File: src/sv/intel_hex_lane_record_emitter_assert.svh
// Assertion macros shared by the record emitter modules.
// Needs nothing else; included by the queue and the back end.
`ifndef INTEL_HEX_LANE_RECORD_EMITTER_ASSERT_SVH
`define INTEL_HEX_LANE_RECORD_EMITTER_ASSERT_SVH
`ifndef SYNTHESIS
`define IHEX_ASSERT_IMP(lbl, ck, rs, ante, cons) \
  lbl: assert property (@(posedge ck) disable iff (rs) (ante) |-> (cons)) \
    else $error("ihex assertion failed");
`define IHEX_ASSERT_NEXT(lbl, ck, rs, ante, cons) \
  lbl: assert property (@(posedge ck) disable iff (rs) (ante) |=> (cons)) \
    else $error("ihex assertion failed");
`else
`define IHEX_ASSERT_IMP(lbl, ck, rs, ante, cons)
`define IHEX_ASSERT_NEXT(lbl, ck, rs, ante, cons)
`endif
`endif

File: src/sv/ihex_pkg.sv
// Shared constants, types and helpers of the Intel HEX lane record emitter.
// No dependencies; imported by every module of the block.
package ihex_pkg;

  localparam int REC_BYTES = 32;
  localparam int CHUNK_LEN = 2 * REC_BYTES;
  localparam int IDX_W     = (REC_BYTES > 1) ? $clog2(REC_BYTES) : 1;
  localparam int FILL_W    = $clog2(REC_BYTES + 1);
  localparam int CHUNK_W   = $clog2(CHUNK_LEN + 1);
  localparam int ADDR_W    = IDX_W + 1;
  localparam int MEM_DEPTH = 1 << ADDR_W;
  localparam int Q_DEPTH   = 2;
  localparam int QPTR_W    = $clog2(Q_DEPTH);
  localparam int QCNT_W    = $clog2(Q_DEPTH + 1);

  localparam logic [31:0] SEG_MASK = 32'h01fe0000;

  localparam logic [1:0] REQ_START = 2'd0;
  localparam logic [1:0] REQ_DATA  = 2'd1;
  localparam logic [1:0] REQ_END   = 2'd2;

  localparam logic [7:0] REC_DATA = 8'h00;
  localparam logic [7:0] REC_EOF  = 8'h01;
  localparam logic [7:0] REC_SEG  = 8'h02;

  localparam logic [6:0] CH_COLON = 7'h3a;
  localparam logic [6:0] CH_CR    = 7'h0d;
  localparam logic [6:0] CH_LF    = 7'h0a;

  typedef enum logic [1:0] {
    CMD_EXT,
    CMD_DATA,
    CMD_END
  } cmd_kind_t;

  typedef struct packed {
    cmd_kind_t   kind;
    logic [7:0]  count;
    logic [15:0] addr16;
    logic [7:0]  seg_hi;
    logic [7:0]  seg_lo;
    logic        bank;
  } cmd_t;

  typedef struct packed {
    logic              en;
    logic [ADDR_W-1:0] addr;
    logic [7:0]        data;
  } wr_t;

  typedef struct packed {
    logic en;
    logic bank;
  } buf_free_t;

  function automatic logic [6:0] hex_char(input logic [3:0] n);
    if (n < 4'd10) begin
      return 7'h30 + {3'b000, n};
    end else begin
      return 7'h37 + {3'b000, n};
    end
  endfunction

endpackage

File: src/sv/ihex_front.sv
// Front end: accepts requests, keeps the lane and chunk counters and writes
// kept bytes into the buffer half it owns. Uses ihex_pkg.
module ihex_front import ihex_pkg::*; (
  input  logic        clk,
  input  logic        rst,
  input  logic        cfg_write_en,
  input  logic        cfg_write_data,
  input  logic        in_valid,
  output logic        in_stall,
  input  logic [1:0]  req_type,
  input  logic [31:0] address,
  input  logic [7:0]  data_byte,
  input  logic        section_last,
  input  logic        q_full,
  output logic        push,
  output cmd_t        push_cmd,
  output wr_t         wr,
  input  buf_free_t   buf_free
);

  logic               lane_select;
  logic [FILL_W-1:0]  lane_fill;
  logic [CHUNK_W-1:0] chunk_fill;
  logic [15:0]        lane_total;
  logic [15:0]        record_base;
  logic               bank;
  logic [1:0]         busy;
  logic [1:0]         busy_next;

  logic               is_data;
  logic               accept;
  logic               keep;
  logic               close;
  logic [FILL_W-1:0]  fill_next;
  logic [CHUNK_W-1:0] chunk_inc;
  logic [31:0]        seg;
  logic [31:0]        offset;

  assign is_data   = (req_type == REQ_DATA);
  // A data request waits while the back end still reads the half it would fill.
  assign in_stall  = q_full || (is_data && busy[bank]);
  assign accept    = in_valid && !in_stall;
  assign keep      = (chunk_fill[0] == lane_select) && (lane_fill < FILL_W'(REC_BYTES));
  assign fill_next = lane_fill + FILL_W'(keep);
  assign chunk_inc = chunk_fill + CHUNK_W'(1);
  assign close     = section_last || (chunk_inc == CHUNK_W'(CHUNK_LEN));
  assign seg       = address & SEG_MASK;
  assign offset    = address - seg;

  assign wr.en   = accept && is_data && keep;
  assign wr.addr = {bank, lane_fill[IDX_W-1:0]};
  assign wr.data = data_byte;

  always_comb begin
    push_cmd        = '0;
    push_cmd.bank   = bank;
    push            = 1'b0;
    case (req_type)
      REQ_START: begin
        push_cmd.kind   = CMD_EXT;
        push_cmd.count  = 8'd2;
        push_cmd.seg_hi = seg[20:13];
        push_cmd.seg_lo = seg[12:5];
        push            = accept;
      end
      REQ_DATA: begin
        push_cmd.kind   = CMD_DATA;
        push_cmd.count  = 8'(fill_next);
        push_cmd.addr16 = record_base + lane_total;
        push            = accept && close;
      end
      REQ_END: begin
        push_cmd.kind   = CMD_END;
        push_cmd.addr16 = address[16:1];
        push            = accept;
      end
      default: begin
        push = 1'b0;
      end
    endcase
  end

  always_comb begin
    busy_next = busy;
    if (buf_free.en) begin
      busy_next[buf_free.bank] = 1'b0;
    end
    if (accept && is_data && close) begin
      busy_next[bank] = 1'b1;
    end
  end

  always_ff @(posedge clk) begin
    if (rst) begin
      lane_select <= 1'b0;
      lane_fill   <= '0;
      chunk_fill  <= '0;
      lane_total  <= '0;
      record_base <= '0;
      bank        <= 1'b0;
      busy        <= '0;
    end else begin
      busy <= busy_next;
      if (cfg_write_en) begin
        lane_select <= cfg_write_data;
      end
      if (accept) begin
        case (req_type)
          REQ_START: begin
            record_base <= offset[16:1];
            lane_fill   <= '0;
            chunk_fill  <= '0;
            lane_total  <= '0;
          end
          REQ_DATA: begin
            if (close) begin
              lane_total <= lane_total + 16'(fill_next);
              lane_fill  <= '0;
              chunk_fill <= '0;
              bank       <= ~bank;
            end else begin
              lane_fill  <= fill_next;
              chunk_fill <= chunk_inc;
            end
          end
          default: begin
            lane_fill <= lane_fill;
          end
        endcase
      end
    end
  end

endmodule

File: src/sv/ihex_queue.sv
// Short command queue between the front end and the back end.
// Uses ihex_pkg for the command type and depth.
`include "intel_hex_lane_record_emitter_assert.svh"
module ihex_queue import ihex_pkg::*; (
  input  logic clk,
  input  logic rst,
  input  logic push,
  input  cmd_t push_cmd,
  output logic full,
  input  logic pop,
  output logic q_valid,
  output cmd_t head
);

  cmd_t              q_mem [Q_DEPTH];
  logic [QPTR_W-1:0] wr_ptr;
  logic [QPTR_W-1:0] rd_ptr;
  logic [QCNT_W-1:0] count;

  assign full    = (count == QCNT_W'(Q_DEPTH));
  assign q_valid = (count != '0);
  assign head    = q_mem[rd_ptr];

  always_ff @(posedge clk) begin
    if (push) begin
      q_mem[wr_ptr] <= push_cmd;
    end
  end

  always_ff @(posedge clk) begin
    if (rst) begin
      wr_ptr <= '0;
      rd_ptr <= '0;
      count  <= '0;
    end else begin
      if (push) begin
        wr_ptr <= wr_ptr + QPTR_W'(1);
      end
      if (pop) begin
        rd_ptr <= rd_ptr + QPTR_W'(1);
      end
      count <= count + QCNT_W'(push) - QCNT_W'(pop);
    end
  end

  `IHEX_ASSERT_IMP(a_no_overflow, clk, rst, push, !full)
  `IHEX_ASSERT_IMP(a_no_underflow, clk, rst, pop, q_valid)

endmodule

File: src/sv/ihex_back.sv
// Back end: expands queued commands into record text pieces and holds the
// two-half lane byte buffer. Uses ihex_pkg and the assertion macros.
`include "intel_hex_lane_record_emitter_assert.svh"
module ihex_back import ihex_pkg::*; (
  input  logic       clk,
  input  logic       rst,
  input  logic       q_valid,
  input  cmd_t       head,
  output logic       pop,
  input  wr_t        wr,
  output buf_free_t  buf_free,
  output logic       out_valid,
  input  logic       out_stall,
  output logic [6:0] char_first,
  output logic [6:0] char_second,
  output logic [1:0] char_count,
  output logic       record_end,
  output logic       run_last
);

  typedef enum logic [3:0] {
    S_IDLE,
    S_COLON,
    S_COUNT,
    S_AHI,
    S_ALO,
    S_TYPE,
    S_FETCH,
    S_DATA,
    S_CSUM,
    S_CRLF
  } state_t;

  logic [7:0] lane_mem [MEM_DEPTH];
  logic [7:0] rd_data;

  state_t     state;
  cmd_t       cur;
  logic       second;
  logic [7:0] data_idx;
  logic [7:0] csum;

  logic       out_free;
  logic       piece_go;
  logic [7:0] byte_val;
  logic [7:0] data_val;
  logic [7:0] rec_type;
  logic [6:0] piece_first;
  logic [6:0] piece_second;
  logic [1:0] piece_count;
  logic       piece_end;
  logic       piece_last;
  logic       more_records;

  always_ff @(posedge clk) begin
    if (wr.en) begin
      lane_mem[wr.addr] <= wr.data;
    end
    rd_data <= lane_mem[{cur.bank, data_idx[IDX_W-1:0]}];
  end

  assign out_free     = !out_valid || !out_stall;
  assign pop          = (state == S_IDLE) && q_valid;
  // A block start gives a zero record first and then the segment record.
  assign more_records = (cur.kind == CMD_EXT) && !second;
  assign buf_free.en   = (state == S_CRLF) && out_free && (cur.kind == CMD_DATA);
  assign buf_free.bank = cur.bank;

  always_comb begin
    case (cur.kind)
      CMD_DATA: rec_type = REC_DATA;
      CMD_END:  rec_type = REC_EOF;
      default:  rec_type = REC_SEG;
    endcase
    if (cur.kind == CMD_DATA) begin
      data_val = rd_data;
    end else if (second) begin
      data_val = data_idx[0] ? cur.seg_lo : cur.seg_hi;
    end else begin
      data_val = 8'h00;
    end
  end

  always_comb begin
    byte_val     = 8'h00;
    piece_go     = 1'b0;
    piece_first  = CH_COLON;
    piece_second = 7'h00;
    piece_count  = 2'd2;
    piece_end    = 1'b0;
    piece_last   = 1'b0;
    case (state)
      S_COLON: begin
        piece_go    = out_free;
        piece_count = 2'd1;
      end
      S_COUNT: begin
        piece_go = out_free;
        byte_val = cur.count;
      end
      S_AHI: begin
        piece_go = out_free;
        byte_val = cur.addr16[15:8];
      end
      S_ALO: begin
        piece_go = out_free;
        byte_val = cur.addr16[7:0];
      end
      S_TYPE: begin
        piece_go = out_free;
        byte_val = rec_type;
      end
      S_DATA: begin
        piece_go = out_free;
        byte_val = data_val;
      end
      S_CSUM: begin
        piece_go = out_free;
        byte_val = 8'h00 - csum;
      end
      S_CRLF: begin
        piece_go     = out_free;
        piece_first  = CH_CR;
        piece_second = CH_LF;
        piece_end    = 1'b1;
        piece_last   = !more_records;
      end
      default: begin
        piece_go = 1'b0;
      end
    endcase
    if (state != S_COLON && state != S_CRLF) begin
      piece_first  = hex_char(byte_val[7:4]);
      piece_second = hex_char(byte_val[3:0]);
    end
  end

  always_ff @(posedge clk) begin
    if (rst) begin
      state     <= S_IDLE;
      out_valid <= 1'b0;
      second    <= 1'b0;
    end else begin
      if (piece_go) begin
        out_valid   <= 1'b1;
        char_first  <= piece_first;
        char_second <= piece_second;
        char_count  <= piece_count;
        record_end  <= piece_end;
        run_last    <= piece_last;
      end else if (!out_stall) begin
        out_valid <= 1'b0;
      end
      case (state)
        S_IDLE: begin
          if (q_valid) begin
            cur    <= head;
            second <= 1'b0;
            state  <= S_COLON;
          end
        end
        S_COLON: begin
          if (piece_go) begin
            csum  <= 8'h00;
            state <= S_COUNT;
          end
        end
        S_COUNT: begin
          if (piece_go) begin
            csum  <= csum + byte_val;
            state <= S_AHI;
          end
        end
        S_AHI: begin
          if (piece_go) begin
            csum  <= csum + byte_val;
            state <= S_ALO;
          end
        end
        S_ALO: begin
          if (piece_go) begin
            csum  <= csum + byte_val;
            state <= S_TYPE;
          end
        end
        S_TYPE: begin
          if (piece_go) begin
            csum     <= csum + byte_val;
            data_idx <= 8'h00;
            state    <= (cur.count == 8'h00) ? S_CSUM : S_FETCH;
          end
        end
        S_FETCH: begin
          state <= S_DATA;
        end
        S_DATA: begin
          if (piece_go) begin
            csum     <= csum + byte_val;
            data_idx <= data_idx + 8'd1;
            state    <= ((data_idx + 8'd1) == cur.count) ? S_CSUM : S_FETCH;
          end
        end
        S_CSUM: begin
          if (piece_go) begin
            state <= S_CRLF;
          end
        end
        S_CRLF: begin
          if (piece_go) begin
            if (more_records) begin
              second <= 1'b1;
              state  <= S_COLON;
            end else begin
              state <= S_IDLE;
            end
          end
        end
        default: begin
          state <= S_IDLE;
        end
      endcase
    end
  end

  `IHEX_ASSERT_IMP(a_data_in_range, clk, rst, state == S_DATA, data_idx < cur.count)
  `IHEX_ASSERT_NEXT(a_next_record, clk, rst, piece_go && piece_end && !piece_last, state==S_COLON)

endmodule

File: src/sv/intel_hex_lane_record_emitter.sv
// Top level of the Intel HEX lane record emitter: front end, command queue
// and back end. Uses ihex_pkg and the modules ihex_front, ihex_queue, ihex_back.
//
//   Channel   Handshake                 Payload
//   config    cfg_write_en              cfg_write_data (lane select)
//   input     in_valid / in_stall       req_type, address, data_byte, section_last
//   output    out_valid / out_stall     char_first, char_second, char_count,
//                                       record_end, run_last
//
// A data request is taken while the queue has room and its buffer half is not
// still being read. The back end pops each command and sends its record as pieces:
// colon, count, address high and low, type, each data byte after a fetch state for
// the registered buffer read, checksum, CR LF. A block start runs two records back
// to back. Reset (rst, synchronous) clears all control state. An output stall holds
// the back end only; the front runs on until the queue fills or its half is busy.
module intel_hex_lane_record_emitter import ihex_pkg::*; (
  input  logic        clk,
  input  logic        rst,
  input  logic        cfg_write_en,
  input  logic        cfg_write_data,
  input  logic        in_valid,
  output logic        in_stall,
  input  logic [1:0]  req_type,
  input  logic [31:0] address,
  input  logic [7:0]  data_byte,
  input  logic        section_last,
  output logic        out_valid,
  input  logic        out_stall,
  output logic [6:0]  char_first,
  output logic [6:0]  char_second,
  output logic [1:0]  char_count,
  output logic        record_end,
  output logic        run_last
);

  logic      q_full;
  logic      push;
  cmd_t      push_cmd;
  logic      pop;
  logic      q_valid;
  cmd_t      head;
  wr_t       wr;
  buf_free_t buf_free;

  ihex_front u_front (
    .clk            (clk),
    .rst            (rst),
    .cfg_write_en   (cfg_write_en),
    .cfg_write_data (cfg_write_data),
    .in_valid       (in_valid),
    .in_stall       (in_stall),
    .req_type       (req_type),
    .address        (address),
    .data_byte      (data_byte),
    .section_last   (section_last),
    .q_full         (q_full),
    .push           (push),
    .push_cmd       (push_cmd),
    .wr             (wr),
    .buf_free       (buf_free)
  );

  ihex_queue u_queue (
    .clk      (clk),
    .rst      (rst),
    .push     (push),
    .push_cmd (push_cmd),
    .full     (q_full),
    .pop      (pop),
    .q_valid  (q_valid),
    .head     (head)
  );

  ihex_back u_back (
    .clk         (clk),
    .rst         (rst),
    .q_valid     (q_valid),
    .head        (head),
    .pop         (pop),
    .wr          (wr),
    .buf_free    (buf_free),
    .out_valid   (out_valid),
    .out_stall   (out_stall),
    .char_first  (char_first),
    .char_second (char_second),
    .char_count  (char_count),
    .record_end  (record_end),
    .run_last    (run_last)
  );

endmodule

File: config.mk
export PLATFORM = sky130hd
export DESIGN_NAME = intel_hex_lane_record_emitter
export DESIGN_NICKNAME = d
export VERILOG_FILES = /design/src/sv/ihex_pkg.sv /design/src/sv/ihex_front.sv /design/src/sv/ihex_queue.sv /design/src/sv/ihex_back.sv /design/src/sv/intel_hex_lane_record_emitter.sv
export VERILOG_INCLUDE_DIRS = /design/src /design/src/sv
export SDC_FILE = /design/constraint.sdc
export NUM_CORES = 1
export LEC_CHECK = 0
export BUFFER_PORTS_ARGS = -buffer_cell sky130_fd_sc_hd__buf_2
export CORE_ASPECT_RATIO = 1.2
export CORE_MARGIN = 4
export CORE_UTILIZATION = 60
export DETAILED_ROUTE_END_ITERATION = 10
export GPL_TIMING_DRIVEN = 1
export HOLD_SLACK_MARGIN = 0.12
export MAX_ROUTING_LAYER = met4
export PLACE_DENSITY = 0.75
export SYNTH_ARGS = -nofsm -noshare
export SYNTH_HDL_FRONTEND = slang
export SYNTH_SLANG_ARGS = --single-unit
File: constraint.sdc
create_clock -name clk -period 13.4 [get_ports clk]
set_clock_uncertainty 0.15 [all_clocks]
set_input_delay 0.67 -clock clk [delete_from_list [all_inputs] [get_ports clk]]
set_output_delay 0.67 -clock clk [all_outputs]
set_load 0.03 [all_outputs]
==> impl_metrics.py <==
metrics = {
    "run_status": {
        "status": "completed",
    },
    "floorplan": {
        "core_area_sq_um": 48200,
        "die_y_microns": 250,
        "die_x_microns": 210,
        "rows": 88,
        "initial_utilization_pct": 60.7,
        "dieArea_sq_um": 52400,
        "io_pins": 69,
    },
    "logic_synthesis": {
        "ys_warn_count": 0,
        "ys_async_sr_fraction_pct": 0,
        "synth_top_cell_by_area": "edfxtp_1",
        "synthesis.nets": 1854,
        "syn_area_sq_um": 29300,
        "synth.ff_latch_count": 700,
        "syn_avg_cell_area_sq_um": 16.7,
        "synth_flop_cell": "edfxtp_1",
        "synthTopCellsByArea": "edfxtp_1 65%, mux4_2 9.8%, dfxtp_1 4.6%",
        "netlist.area_leader.share_pct": 64.9,
        "netlist_instances": 1756,
        "seq_area_frac_synth_pct": 69.5,
        "synth_edf_count": 633,
        "synth_cell_types": 80,
    },
    "sta": {
        "setup_violations": 0,
        "relSlewSlack_pct": 10.4,
        "final_min_period_over_clock_period_pct": 35.8,
        "slew_viol_final": 0,
        "worst_pin_slew_ns": 1.34,
        "fmax_mhz": 209,
        "hold_viol": 0,
        "period_minus_slack_ns": 4.79,
        "rsz0062_at_grt": "false",
        "setup-tns-final_ns": 0,
    },
    "route": {
        "drc": 0,
        "antenna_left": 0,
        "wire_per_inst_microns": 25.9,
        "dr.pass1.iters": 6,
        "drt_wl_total_microns": 64500,
        "vias": 16100,
        "initialDrtViolationCount": 1572,
        "vias_per_cell": 6.47,
    },
    "layout": {
        "area_delta_synth_final_pct": 10.0,
        "antenna_cells": 0,
        "drive_gt1_share_pct": 18.8,
        "fin_nets": 1907,
    },
    "global_routing": {
        "grt_max_degree": 125,
        "grt_pass1_vias": 16300,
        "grt-ovfl-total": 0,
        "grt.total_usage_pct": 25.4,
        "antenna_found_initial": 0,
        "grt_first_pass_wirelength_microns": 98800,
    },
    "power_and_ir_drop": {
        "ir_drop_mv": 0.126,
        "p_per_area_nw_per_um2": 148,
        "p_leak_nw": 10.7,
        "power.total_mw": 4.77,
    },
    "clock_tree": {
        "cts_buffers": 66,
        "clock-root-buffer": "clkbuf_16",
        "cts_max_path_buffers": 3,
        "clock_latency_ns": 0.59,
        "ctsHtreeMaxLevel": 3,
        "clk_pin_slew_worst_paths_ns": 0.06,
        "post-cts-setup-buffers": 0,
        "cts_resized": 0,
        "hold_buffers": 0,
        "cts.sinks": 700,
        "tritoncts": "built",
    },
    "worst_setup_path": {
        "slowest_delay_ns": 0.88,
        "rr_endpoint": "u_back.lane_mem[30][2]",
        "crit_family": "simple AND/OR/NAND/NOR gates",
        "slowest_stage": "nor2_1",
        "crit_path_cell_trace": "mux2i_1, o2111a_1, nand2_1, nor4_1, nand3_1, nor2_1",
        "worstReg2RegStart": "u_front.bank",
        "cp.arrival_ns": 4.86,
        "worstSetupPathType": "register to register",
        "rrSetupSlack_ns": 8.61,
        "startpoint": "u_front.bank",
        "cp.required_ns": 13.47,
        "critPathBufInv": 0,
        "end_kind": "register",
        "setup.worst_path.start_class": "register",
        "ff2ff_path_depth": 6,
        "worstPathMaxFanout": 14,
    },
    "place": {
        "numPortBuffers": 56,
        "place.gp.congestion": 0.916,
        "hpwl_microns": 39700,
    },
    "worst_hold_path": {
        "whs_path_depth": 3,
        "hp-start": "address[3]",
        "hp-class": "input pin to register",
        "hold_end": "u_front.record_base[2]",
    },
    "run": {
        "drv_cap": 0,
    },
}
==> flip-flops by register name (all words and copies together) (netlist names), 2 cells and up <==
name                 count
u_back.cur              28
u_front.record_base     16
u_back.data_idx          8
u_back.char_second       7
u_back.csum              8
u_back.rd_data           8
u_back.state             4
u_back.char_first        7
u_queue.count            2
u_front.lane_fill        6
u_queue.q_mem           58
u_front.lane_total      16
u_back.lane_mem        512
u_back.char_count        2
u_front.busy             2
u_front.chunk_fill       7
==> cell usage after synthesis (all sizes together) (8+ instances only) <==
library cell,number
a211o,8
nand3,39
ha,46
mux4,128
o221ai,11
mux2,30
a221oi,18
a21oi,40
o21ai,44
a21o,12
edfxtp,633
and2,19
xnor2,28
a22oi,16
nor2,152
nor2b,20
clkbuf,49
a31oi,11
and3,11
inv,35
or3,12
nor3,16
dfxtp,67
mux2i,24
a22o,36
xor2,22
nand2,59
buf,40
a221o,16
==> tightest hold or removal path: cells and delay by family <==
family / cells / cell delay (ns)
buf+inv: 1 / 0.09
mux: 1 / 0.06
simple gates: 1 / 0.07
==> area by class of cell <==
| class | count | area, sq um |
|---|---|---|
| sequential | 700 | 20300 |
| fill | 3239 | 16000 |
| multi-input combinational | 932 | 8450 |
| clock buffer | 86 | 1830 |
| tap | 630 | 788 |
| timing repair buffer | 74 | 428 |
| clock inverter | 29 | 251 |
| inverter | 35 | 131 |
==> cells by family after synthesis <==
logic type	synth area share, %
buffers and inverters	1.75
xor gates and xnor gates	1.57
adders and majority gates	2.17
DFF	69.5
AOI/OAI and AO/OA	6.79
muxes	11.8
and+or+nand+nor	6.44
==> power breakdown <==
part | internal (mW) | leakage, nW | switching, mW | total (mW)
combinational | 0.153 | 3.44 | 0.287 | 0.440
clock | 1.03 | 1.01 | 0.790 | 1.82
sequential | 2.47 | 6.26 | 0.0441 | 2.51
total | 3.65 | 10.7 | 1.12 | 4.77
==> layout by cell type, fill, tap and decap left out, drive strengths merged, types with 16 or more instances in the layout <==
cell type / Yosys / routed
nand2: 59 / 59
nand3: 39 / 39
o21ai: 44 / 44
nor2: 152 / 152
a21oi: 40 / 40
ha: 46 / 46
edfxtp: 633 / 633
mux4: 128 / 128
nor3: 16 / 16
and2: 19 / 19
a221oi: 18 / 18
a22oi: 16 / 16
clkbuf: 49 / 86
mux2: 30 / 30
nor2b: 20 / 20
xor2: 22 / 22
xnor2: 28 / 28
dfxtp: 67 / 67
mux2i: 24 / 24
clkinv: 0 / 18
a221o: 16 / 16
buf: 40 / 74
inv: 35 / 39
a22o: 36 / 36
==> layer usage <==
| metal | up-vias | GRT usage, % | routed length [microns] |
|---|---|---|---|
| met3 | 140 | 3.43 | 4010 |
| met5 | - | - | 0 |
| met4 | 0 | 10.6 | 2780 |
| met1 | 8159 | 32.0 | 24000 |
| met2 | 649 | 42.3 | 33600 |
| li1 | 7131 | - | - |
==> how the worst max path moves through the flow <==
stage	end	slack, ns	cells past startpoint
floorplan	u_queue.wr_ptr	8.52	7
global placement	u_back.lane_mem[6][4]	8.47	10
detailed placement	u_back.lane_mem[30][1]	8.35	10
CTS	u_back.lane_mem[30][5]	8.61	6
global route	u_back.lane_mem[30][5]	8.28	6
finish	u_back.lane_mem[30][2]	8.61	6
==> stage by stage <==
stage               hold WS (ns)  instances  utilization (%)  worst slack, ns  instance area (sq um)
global route               0.197       2486             66.8             8.28                  32200
global placement           0.316       2371             62.5             8.47                  30200
floorplan                  0.299       1756                -             8.52                  29300
finish                     0.181       2486             66.8             8.61                  32200
CTS                        0.159       2486             66.8             8.61                  32200
detailed placement         0.340       2371             62.5             8.35                  30200
Note: power is estimated with default switching activity, not from simulation.
